===== src/rtl/lfp_pkg.sv =====
`default_nettype none
package lfp_pkg;

  localparam int POS_W   = 20;
  localparam int LIMIT_W = 10;
  localparam int COST_W  = 30;
  localparam logic [COST_W-1:0] COST_MAX = {COST_W{1'b1}};
  localparam logic [LIMIT_W-1:0] LIMIT_RESET = LIMIT_W'(1);

  typedef struct packed {
    logic [POS_W-1:0] house_position;
    logic             last_house;
  } in_item_t;

  typedef struct packed {
    logic [COST_W-1:0] min_total_distance;
    logic              too_many_houses;
  } out_item_t;

endpackage
`default_nettype wire


===== src/rtl/lfp_front.sv =====
`default_nettype none
module lfp_front #(
  parameter int MAX_HOUSES = 512,
  parameter int IW = 10
) (
  input  wire                      clk,
  input  wire                      rst_n,
  input  wire                      push,
  input  lfp_pkg::in_item_t        in_data,
  output logic                     full,
  input  wire                      back_busy,
  input  wire                      jobq_nempty,
  output logic                     wr_en,
  output logic [IW-1:0]            wr_addr,
  output logic [lfp_pkg::POS_W-1:0] wr_data,
  output logic                     job_push,
  output logic [IW:0]              job_data
);
  import lfp_pkg::*;

  logic [IW-1:0] count_r, count_nxt;
  logic          ovf_r, ovf_nxt;
  logic          accept, room;

  assign full    = back_busy | jobq_nempty;
  assign accept  = push & ~full;
  assign room    = (count_r < IW'(MAX_HOUSES));
  assign wr_en   = accept & room;
  assign wr_addr = count_r + IW'(1);
  assign wr_data = in_data.house_position;

  always_comb begin
    count_nxt = count_r;
    ovf_nxt   = ovf_r;
    job_push  = 1'b0;
    job_data  = {count_r + IW'(room), ovf_r | ~room};
    if (accept) begin
      if (room) count_nxt = count_r + IW'(1);
      else ovf_nxt = 1'b1;
      if (in_data.last_house) begin
        job_push  = 1'b1;
        count_nxt = '0;
        ovf_nxt   = 1'b0;
      end
    end
  end

  always_ff @(posedge clk) begin
    if (!rst_n) begin
      count_r <= '0;
      ovf_r   <= 1'b0;
    end else begin
      count_r <= count_nxt;
      ovf_r   <= ovf_nxt;
    end
  end

endmodule
`default_nettype wire


===== config.mk =====
export PLATFORM = sky130hd
export DESIGN_NAME = lfp_front
export DESIGN_NICKNAME = d
export VERILOG_FILES = /design/src/rtl/lfp_pkg.sv /design/src/rtl/lfp_front.sv
export SDC_FILE = /design/constraint.sdc
export NUM_CORES = 1
export LEC_CHECK = 0
export BUFFER_PORTS_ARGS = -buffer_cell sky130_fd_sc_hd__buf_2
export CAP_MARGIN = 20
export CORE_MARGIN = 2
export CORE_UTILIZATION = 42
export DETAILED_ROUTE_END_ITERATION = 7
export HOLD_SLACK_MARGIN = 0.1
export PLACE_DENSITY = 0.79
export SYNTH_ARGS = -nofsm -noshare
export SYNTH_HDL_FRONTEND = slang
export SYNTH_SLANG_ARGS = --single-unit

===== constraint.sdc =====
create_clock -name clk -period 2 [get_ports clk]
set_clock_uncertainty 0.15 [all_clocks]
set_input_delay 0.4 -clock clk [delete_from_list [all_inputs] [get_ports clk]]
set_output_delay 0.4 -clock clk [all_outputs]
set_load 0.02 [all_outputs]

==> flow_summary.toml <==
[clocking]
cts_max_path_buffers = 2
postCtsHoldBufs = 0
cts-root-buf = "clkbuf_4"
cts_tree = "done"
cts_max_level = 1
clkTransAtPathRegs_ns = 0.07
clock_latency_ns = 0.29
clock-sinks = 11
cts_buffers = 3

[synthesis]
yosysUniqueCellTypes = 32
synthArstFlopShare_pct = 0
syn_area_per_cell_um2 = 8.01
synth.yosys.seq_area_share_pct = 19.9
synth_seq_cells = 11
yosysTopAreaCellShare_pct = 19.9
yosysTopAreaCell = "dfxtp_1"
postSynthCellCount = 138
syn_area_um2 = 1100
yosys_warnings = 0
synth_area_leaders = "dfxtp_1 (20%), buf_4 (15%), o211ai_1 (7.5%), xor2_1 (6.3%), buf_6 (6.1%)"
synthTopCellsByCount = "buf_4 (22), dfxtp_1 (11), o211ai_1 (11), nor2_1 (10)"
ys.flop_type = "dfxtp_1"
synth_edf_count = 0
yosysMostFrequentCell = "buf_4"
synth_nets = 167

[status]
violations = "setup timing"
status = "complete, but fails checks"

[timing]
rsz0062_at_grt = "true"
period_needed_ns = 2.09
max_freq_ghz = 0.479
finalMaxSlewViolations = 0
fin_hold_ws_ns = 0.306
final_hold_viol_count = 0
finalSetupViolCount = 9
timing.final.crit_share_pct = 104
worst-slew-pin-transition_ns = 0.498
fin_ws_ns = -0.0874
maxSlewHeadroom_pct = 66.7
setup_tns_ns = -0.414

[floorplanning]
ios = 70
rows = 18
die_area_um2 = 3060
coreArea_um2 = 2480
start_util_pct = 44.6
die_x_um = 55.3
die_y_um = 55.3

[place]
dp_slack_ns = 0.0380
placed_area_um2 = 1170
dp_hpwl_mm = 2.08
dp_cells = 182
place.gp.congestion = 0.884
portBuffers = 29

[detailed_routing]
drt_iter0_markers = 29
num_vias = 1118
wire_per_inst_um = 16.5
m1WireLength_mm = 1.16
route.detailed.drc = 0
drtPass1Iterations = 4
ant_nets = 0
top_layer = "met4"
wl_met2_mm = 1.70
drt_wl_total_mm = 3.20
via_per_inst = 5.76
dr_wl_met3_um = 279

[setup_path]
reg2reg_to = "count_r[8]"
crit_slowest_cell = "dfxtp_4"
required_ns = 1.45
crit_chain = "buf_4, nand3_4, nor3_4, xnor2_1, buf_4"
crit_top_cell = "buf_4"
crit_path_max_fanout = 7
crit_type = "reg2out"
r2r_start = "count_r[9]"
max_stage_delay_ns = 0.39
setup.worst_path.start_class = "flip-flop"
r2r_setup_slack_ns = 0.23
critPathArrivalTime_ns = 1.54
end_kind = "output port"
reg2regPathDepth = 4

[hold_path]
hold_class = "in2reg"
hold_start = "rst_n"
holdPathStages = 3
hold_end = "count_r[2]"

[layout]
final_area_um2 = 1510
final_nets = 194
stdcell_count = 194
diodes = 0
drive_above_1_share_pct = 56.1
fin_util_pct = 61.1
synthToLayoutAreaGrowth_pct = 37.0

[global_routing]
grt.overflow.total = 0
grtUsageTotal_pct = 20.9
first_global_vias = 1066
antenna_found_initial = 0
grt_max_degree = 13
grt_pass1_wl_mm = 5.29

[flow_run]
cap_violations = 0

[power_and_ir_drop]
p_per_area_nw_per_um2 = 285
finalPower_mw = 0.432
p_leak_nw = 0.663
ir_drop_v = 0.000244
[where the power goes]
group	switching [mW]	internal (mW)	total, mW
logic	0.0339	0.0215	0.0554
clock network	0.0867	0.0778	0.164
registers	0.00141	0.211	0.212
total	0.122	0.310	0.432
[sequential cells by signal, indices dropped and copies added (netlist names)]
signal   count
ovf_r        1
count_r     10
[kinds of logic (layout without fill, tap and decap cells)]
group | after synthesis | count (layout) | share of synthesized area, %
adders and majority gates | 3 | 3 | 3.40
AOI/OAI and AO/OA | 22 | 22 | 13.6
DFF | 11 | 11 | 19.9
xor gates and xnor gates | 14 | 14 | 11.1
and+or+nand+nor | 54 | 54 | 28.8
buffers and inverters | 34 | 60 | 23.2
[critical path, delay by kind of cell, from the launching register on]
kind	cells	cell delay, ns
buffers and inverters	2	0.31
xor gates and xnor gates	1	0.17
and+or+nand+nor	2	0.37
DFF	1	0.39
[per-layer routing]
layer	GRT usage (%)	vias up
met2	35.4	52
met1	24.9	530
met4	8.36	0
met3	5.85	11
met5	0	-
li1	-	525
[how the worst max path moves through the flow]
stage	from	endpoint	slack, ns	depth (start not counted)
after floorplan	count_r[9]	job_data[7]	0.03	7
after global placement	count_r[0]	job_data[7]	0.09	6
after detailed placement	count_r[0]	job_data[7]	0.04	6
after CTS	count_r[0]	job_data[9]	-0.05	6
after global routing	count_r[3]	wr_addr[7]	-0.16	5
final	count_r[0]	wr_addr[9]	-0.09	5
[placed cells by master, fill, tap and decap left out, types with 2 or more instances in the layout]
cell / count
nand4_1: 7
xnor2_1: 4
o211ai_1: 11
nor2_1: 4
dfxtp_4: 7
nor3b_1: 2
buf_4: 31
inv_1: 3
nor2_4: 4
nor3_4: 2
nor2b_1: 3
nand2_1: 6
a31oi_1: 2
or2_2: 3
buf_6: 5
nand4b_1: 3
xor2_1: 6
buf_2: 16
nand3_4: 4
or4b_1: 2
dfxtp_1: 3
a21oi_1: 3
clkbuf_4: 3
xnor2_2: 2
nand2_2: 2
or4_1: 3
xor2_2: 2
nor2_2: 2
o21ai_0: 2
o2111ai_1: 2
ha_4: 3
[cell type report]
class	count	area [um^2]
Sequential cell	11	248
Tap cell	30	37.5
Inverter	4	20.0
Multi-Input combinational cell	93	813
Clock buffer	4	26.3
Timing Repair Buffer	52	369
Fill cell	209	963
[repair_timing]
item	in CTS	in global routing
pin swaps	11	14
gates resized for setup	48	20
buffers inserted	3	5
endpoints found under the setup margin	12	13
(Power assumes the default switching activity.)
