--- src/rtl/lfp_jobq.sv ---
`default_nettype none
module lfp_jobq #(
  parameter int W = 11
) (
  input  wire          clk,
  input  wire          rst_n,
  input  wire          wr,
  input  wire [W-1:0]  wdata,
  input  wire          rd,
  output logic         nempty,
  output logic [W-1:0] rdata
);
  logic [W-1:0] ent_r [2];
  logic         wp_r, rp_r;
  logic [1:0]   cnt_r;

  assign nempty = (cnt_r != 2'd0);
  assign rdata  = ent_r[rp_r];

  always_ff @(posedge clk) begin
    if (wr && cnt_r != 2'd2) ent_r[wp_r] <= wdata;
  end

  always_ff @(posedge clk) begin
    if (!rst_n) begin
      wp_r  <= 1'b0;
      rp_r  <= 1'b0;
      cnt_r <= 2'd0;
    end else begin
      if (wr && cnt_r != 2'd2) wp_r <= ~wp_r;
      if (rd && nempty) rp_r <= ~rp_r;
      cnt_r <= cnt_r + 2'(wr && cnt_r != 2'd2) - 2'(rd && nempty);
    end
  end

endmodule
`default_nettype wire

--- config.mk ---
export PLATFORM = sky130hd
export DESIGN_NAME = lfp_jobq
export DESIGN_NICKNAME = d
export VERILOG_FILES = /design/src/rtl/lfp_jobq.sv
export SDC_FILE = /design/constraint.sdc
export NUM_CORES = 1
export LEC_CHECK = 0
export BUFFER_PORTS_ARGS = -buffer_cell sky130_fd_sc_hd__buf_2
export CORE_MARGIN = 5
export CORE_UTILIZATION = 50
export CTS_CLUSTER_DIAMETER = 50
export DETAILED_ROUTE_END_ITERATION = 8
export PLACE_DENSITY = 0.76
export REMOVE_ABC_BUFFERS = 1
export SLEW_MARGIN = 0
export SYNTH_ARGS = -nofsm -noshare
export SYNTH_HDL_FRONTEND = slang
export SYNTH_SLANG_ARGS = --single-unit
--- constraint.sdc ---
create_clock -name clk -period 1.6 [get_ports clk]
set_input_delay 0 -clock clk [delete_from_list [all_inputs] [get_ports clk]]
set_output_delay 0 -clock clk [all_outputs]
set_load 0.01 [all_outputs]
==> results of run 1 <==
state kept, by name (all words and copies together), names as in the netlist, named ones only:
name   count
wp_r       1
cnt_r      2
rp_r       1
ent_r     22
worst min-delay path, cell delays in order:
cell,delay [ns]
buf_2,0.12
o21ai_4,0.07
buf_4,0.13
mux2i_1,0.06
timing repair:
action | 4_1_cts | 5_1_grt
setup endpoints to repair | 1 | 1
hold buffers | 12 | 0
endpoints found under the hold margin | 27 | 0
setup buffers | 1 | 2
gates resized for setup | 5 | 6
pin swaps | 0 | 3
per-stage QoR:
stage / utilization [%] / instances / instance area (um^2) / power (W)
global placement: 62.7 / 116 / 1230 / 0.00151
finish: 74.2 / 135 / 1460 / 0.00198
floorplan: - / 58 / 1030 / 0.00132
CTS: 71.3 / 133 / 1400 / 0.00188
global route: 74.2 / 135 / 1460 / 0.00210
detailed placement: 62.7 / 116 / 1230 / 0.00154
where the power goes:
part           internal, W  switching, W  leakage (nW)  total (W)
clock            0.0000973      0.000175        0.0150   0.000272
sequential        0.000902     0.0000862         0.248   0.000988
combinational     0.000414      0.000306         0.303   0.000720
total              0.00141      0.000568         0.566    0.00198
metal layers:
layer  up-vias  global-route usage (%)  share of wire, %
met1       319                    10.3                37
met3         2                    3.26               4.6
met2        14                    23.3                57
met4         0                    5.21               1.1
met5         -                       0                 0
li1        310                       -                 -
path summary, 6_finish.rpt:
path         slack, ns             endpoint
max               0.08  cnt_r[1]$_SDFF_PN0_
min               0.10    wp_r$_SDFFE_PN0N_
max reg2reg       0.08  cnt_r[1]$_SDFF_PN0_
min reg2reg       0.52    wp_r$_SDFFE_PN0N_
logic make-up (layout without fill, tap and decap cells):
group	Yosys count	in the layout
mux	12	12
buf+inv	4	53
flops	27	27
simple gates	9	9
compound gates	2	2
fa+ha+maj	2	2
xor+xnor	3	3
area by class of cell:
type,instances,area (um^2)
clock buffer,4,26.3
fill,142,505
inverter,3,11.3
multi-input combinational,28,307
sequential,27,768
tap,27,33.8
timing repair buffer,46,310
placed cells by master, fill, tap and decap left out:
cell type and n:
edfxtp_1 22, o21ai_4 1, xnor2_4 1, or2_2 1
nor2_1 2, mux2_2 11, nand2_1 2, xnor2_1 2
clkbuf_1 1, buf_2 26, buf_4 8, ha_4 2
nor2b_1 2, mux2i_1 1, inv_2 1, dfxtp_1 3
and2_1 2, dfxtp_4 2, clkbuf_4 3, o21a_4 1
dlygate4sd3_1 12, inv_1 2
==> metrics.txt, run 1 <==
R2R depth=7; Slew Limit Headroom=66.8%; CP Capture Type=flop; Critical Path Stages=7; hold_ws=0.101 ns; I/O pin count=27; die area=3080 um^2; mux contribution to synthesized area=12.9%; # diodes=0; Final WS setup=0.0828 ns; vias after detailed routing=645; Post-synth ARST share=0%; fmax=659 MHz; Distinct cells, synth=15; initial antenna violation count=0; Num CTS Buffers=3; Hold Path Class=in -> reg; antenna-violating nets left=0; Rows=16; Pre-antenna DRT Iters=4; Synth Area in XOR/XNOR=2.54%; synthesized area=1040 um^2; Post-synth EDFFs=22; post-synthesis sequential area ratio=73.4%; root buf cell=clkbuf_4; Synth area leaders=edfxtp_1 (64%), mux2_2 (12%), dfxtp_1 (9.7%); RSZ-0062 raised after global routing=true; Arrival @ worst endpoint=1.74 ns; Worst Skew=0.00541 ns; top-count cell post-synth=edfxtp_1; most instantiated cells after synthesis=edfxtp_1 (22), mux2_2 (11), dfxtp_1 (5), inv_1 (3), xnor2_1 (3); gr ovfl total=0; status=complete, no violations; clk buf depth=2; post-DR vias/cell=4.78; complex-gate fraction of the synthesized area=2.42%; Largest delay share family, worst path=adder cells; Max Cap Violations=0; Total Wirelength=1850 um; Worst-Margin Slew=0.497 ns; clk slew on worst S/H paths=0.13 ns; Hold Startpoint=wr; core area=1960 um^2; Synth Flop Type=edfxtp_1; syn avg cell area=17.6 um^2; initial detailed-routing violation count=8; top cell type by total area after synthesis=edfxtp_1; area grow syn2layout=40.6%; YS warnings=0; Detailed Place HPWL=1280 um; final hold violations=0; Synth Area in Simple Gates=4.47%; CP max stage cell=dfxtp_4; Slew Limit Fails=0; setup_tns=0 ns; width of the die=55.5 um; PortBufs=26; post-place setup slack=0.00248 ns; worst-skew pair later-pin latency=0.31 ns; GR Util All Layers=11.6%; htree depth=1; CP dominant cell by count=ha_4; layout cells sized above 1=52.8%; first-pass GRT wire length=2730 um; die height=55.5 um; vias in the first global route=630; NumNets Final=126; synthesized flop and latch total=27; crit path launch type=flop; reg2reg start=cnt_r[0]$_SDFF_PN0_; routability cong.=0.661; final setup violation count=0; Worst Setup SP=cnt_r[0]$_SDFF_PN0_; max incr delay on CP=0.38 ns; worst-path fanout max=3; Setup Crit Path Kind=reg -> reg; largest net degree at the start of global routing=15; Initial Util=52.8%; Final min period=1.52 ns; wire per inst=13.7 um; number of clock sinks=27; WP buf/inv=1; adder-cell share of the synthesized area=2.42%; largest family of logic cells by synthesized area=multiplexers; Power per Cell Area=1360 nW/um^2; Mapped Cells=59; worst vdd ir=0.000905 V; Worst Hold Depth=4; Critical Path RT=1.82 ns; period utilisation layout=94.8%; Synth top area share=63.8%; CTS tree=yes; Lkg Pwr=0.566 nW; DRC violations left=0; critical-path cell list=o21a_4 -> ha_4 -> inv_2 -> ha_4 -> xnor2_4 -> xnor2_1 -> and2_1
Power figures use the tool's default switching activity.
==> run 2: changes to the inputs <==
--- a/config.mk
+++ b/config.mk
@@ -12,6 +12,7 @@
 export DETAILED_ROUTE_END_ITERATION = 8
 export PLACE_DENSITY = 0.76
 export REMOVE_ABC_BUFFERS = 1
+export SETUP_SLACK_MARGIN = 0.4
 export SLEW_MARGIN = 0
 export SYNTH_ARGS = -nofsm -noshare
 export SYNTH_HDL_FRONTEND = slang
==> metrics.txt, run 2 (same netlist as run 1, synthesis figures left out) <==
RR Endpoint=cnt_r[1]$_SDFF_PN0_; R2R depth=8 (+1); area grow syn2layout=59.9%; DRC violations left=0 (unchanged); GR Util All Layers=13.8% (+2.2 points); max reg flops=22 (unchanged); die height=55.5 um (unchanged); die area=3080 um^2 (unchanged); NumNets Final=132 (+4.8%); Reg with most FFs=ent_r; wire per inst=17.8 um (+30%); status=complete, no violations; period utilisation layout=98.6% (+3.7 points); Hold Path Class=in -> reg; Initial Util=52.8% (unchanged); RSZ-0062 raised after global routing=true; register area=772 um^2 (+0.49%); R2R Setup Slk=0.02 ns (-0.06 ns); Post-Layout Cell Count=141 (+4.4%); Worst Hold End=rp_r$_SDFFE_PN0P_; htree depth=1 (unchanged); initial detailed-routing violation count=8 (unchanged); Critical Path RT=1.85 ns (+0.03 ns); Slew Limit Headroom=85.2% (+18 points); PortBufs=26 (unchanged); Filler Cells Inserted=104 (-27%); Lkg Pwr=0.668 nW (+18%); layout cells sized above 1=57.9% (+5.1 points); most common cell after layout, fill and taps aside=edfxtp_1; final setup violation count=0 (unchanged); Worst Hold Depth=5 (+1); root buf cell=clkbuf_4; reg2reg start=cnt_r[0]$_SDFF_PN0_; worst-skew pair later-pin latency=0.31 ns (about the same); crit path launch type=flop; hold_ws=0.238 ns (+0.137 ns); final hold violations=0 (unchanged); Final min period=1.58 ns (+0.0598 ns); width of the die=55.5 um (unchanged); Placed Cells=116 (unchanged); vias in the first global route=710 (+13%); Worst-Margin Slew=0.220 ns (-0.277 ns); # diodes=0 (unchanged); vias after detailed routing=693 (+7.4%); clk slew on worst S/H paths=0.13 ns (about the same); Setup Crit Path Kind=reg -> reg; core area=1960 um^2 (unchanged); Arrival @ worst endpoint=1.83 ns (+0.09 ns); worst-path fanout max=3 (unchanged); routability cong.=0.661 (unchanged); antenna-violating nets left=0 (unchanged); number of clock sinks=27 (unchanged); largest net degree at the start of global routing=15 (unchanged); fmax=634 MHz (-3.8%); Max Cap Violations=0 (unchanged); Worst Setup SP=cnt_r[0]$_SDFF_PN0_; Total Wirelength=2520 um (+36%); Pre-antenna DRT Iters=2 (-2); CP Capture Type=flop; Worst Skew=0.00174 ns (-0.00368 ns); initial antenna violation count=0 (unchanged); Detailed Place HPWL=1280 um (unchanged); post-DR vias/cell=4.91 (+2.9%); Slew Limit Fails=0 (unchanged); largest registers=ent_r (22), cnt_r (2); gr ovfl total=0 (unchanged); worst vdd ir=0.000995 V (+9.9%); Power per Cell Area=1430 nW/um^2 (+4.8%); Multi-input gate area=354 um^2 (+16%); Hold Startpoint=rd; clk buf depth=2 (unchanged); Rows=16 (unchanged); most frequent cells in the layout=edfxtp_1 (22), buf_6 (19), buf_2 (14), dlygate4sd3_1 (12), mux2_4 (11); Num CTS Buffers=3 (unchanged); first-pass GRT wire length=3190 um (+17%); CTS tree=yes; I/O pin count=27 (unchanged)
run 2: power by group:
group	internal [W]	switching, W	total [W]
logic	0.000663	0.000439	0.00110
clock network	0.0000973	0.000187	0.000284
registers	0.000908	0.0000680	0.000976
total	0.00167	0.000693	0.00236
run 2: how the worst max path moves through the flow:
| stage | slack (ns) | to | cells past startpoint |
|---|---|---|---|
| floorplan | 0.09 | cnt_r[1]$_SDFF_PN0_ | 7 |
| global placement | 0.08 | cnt_r[1]$_SDFF_PN0_ | 7 |
| detailed placement | 0.002 | cnt_r[1]$_SDFF_PN0_ | 7 |
| CTS | 0.09 | cnt_r[1]$_SDFF_PN0_ | 7 |
| global route | -0.07 | cnt_r[1]$_SDFF_PN0_ | 8 |
| finish | 0.02 | cnt_r[1]$_SDFF_PN0_ | 8 |
run 2: what timing repair did:
item / in CTS / in global routing
setup endpoints to repair: 35 / 37
hold buffers: 12 / 0
buffers inserted: 8 / 1
gates resized for setup: 30 / 19
pin swaps: 5 / 3
hold endpoints to repair: 27 / 0
run 2: cell type report:
cell class | instances | share of cell area, %
timing repair buffer | 52 | 27.6
inverter | 3 | 0.831
clock buffer | 4 | 1.59
tap | 27 | 2.04
sequential | 27 | 46.6
multi-input combinational | 28 | 21.4
run 2: routing by layer:
layer / track usage (%) / vias to the layer above / wire length [um]
li1: - / 325 / -
met1: 12.7 / 346 / 930
met2: 27.5 / 18 / 1470
met3: 2.80 / 4 / 60
met4: 7.29 / 0 / 59
met5: 0 / - / 0
run 2: worst max-delay path, stage by stage, from the launching register on:
cell and delay [ns]:
dfxtp_4 0.38, buf_4 0.14, o21ai_4 0.17, ha_4 0.23, inv_4 0.05, ha_4 0.13
xnor2_2 0.11, xnor2_1 0.14, and2_1 0.17
run 2: through the flow:
stage               TNS, ns  instance area, um^2  utilization (%)  power (W)  setup slack, ns
floorplan                 0                 1030                -    0.00132           0.0946
global placement          0                 1230             62.7    0.00151           0.0807
detailed placement        0                 1230             62.7    0.00154          0.00248
CTS                       0                 1560             79.6    0.00214           0.0908
global route        -0.0660                 1660             84.4    0.00249          -0.0660
finish                    0                 1660             84.4    0.00236           0.0230
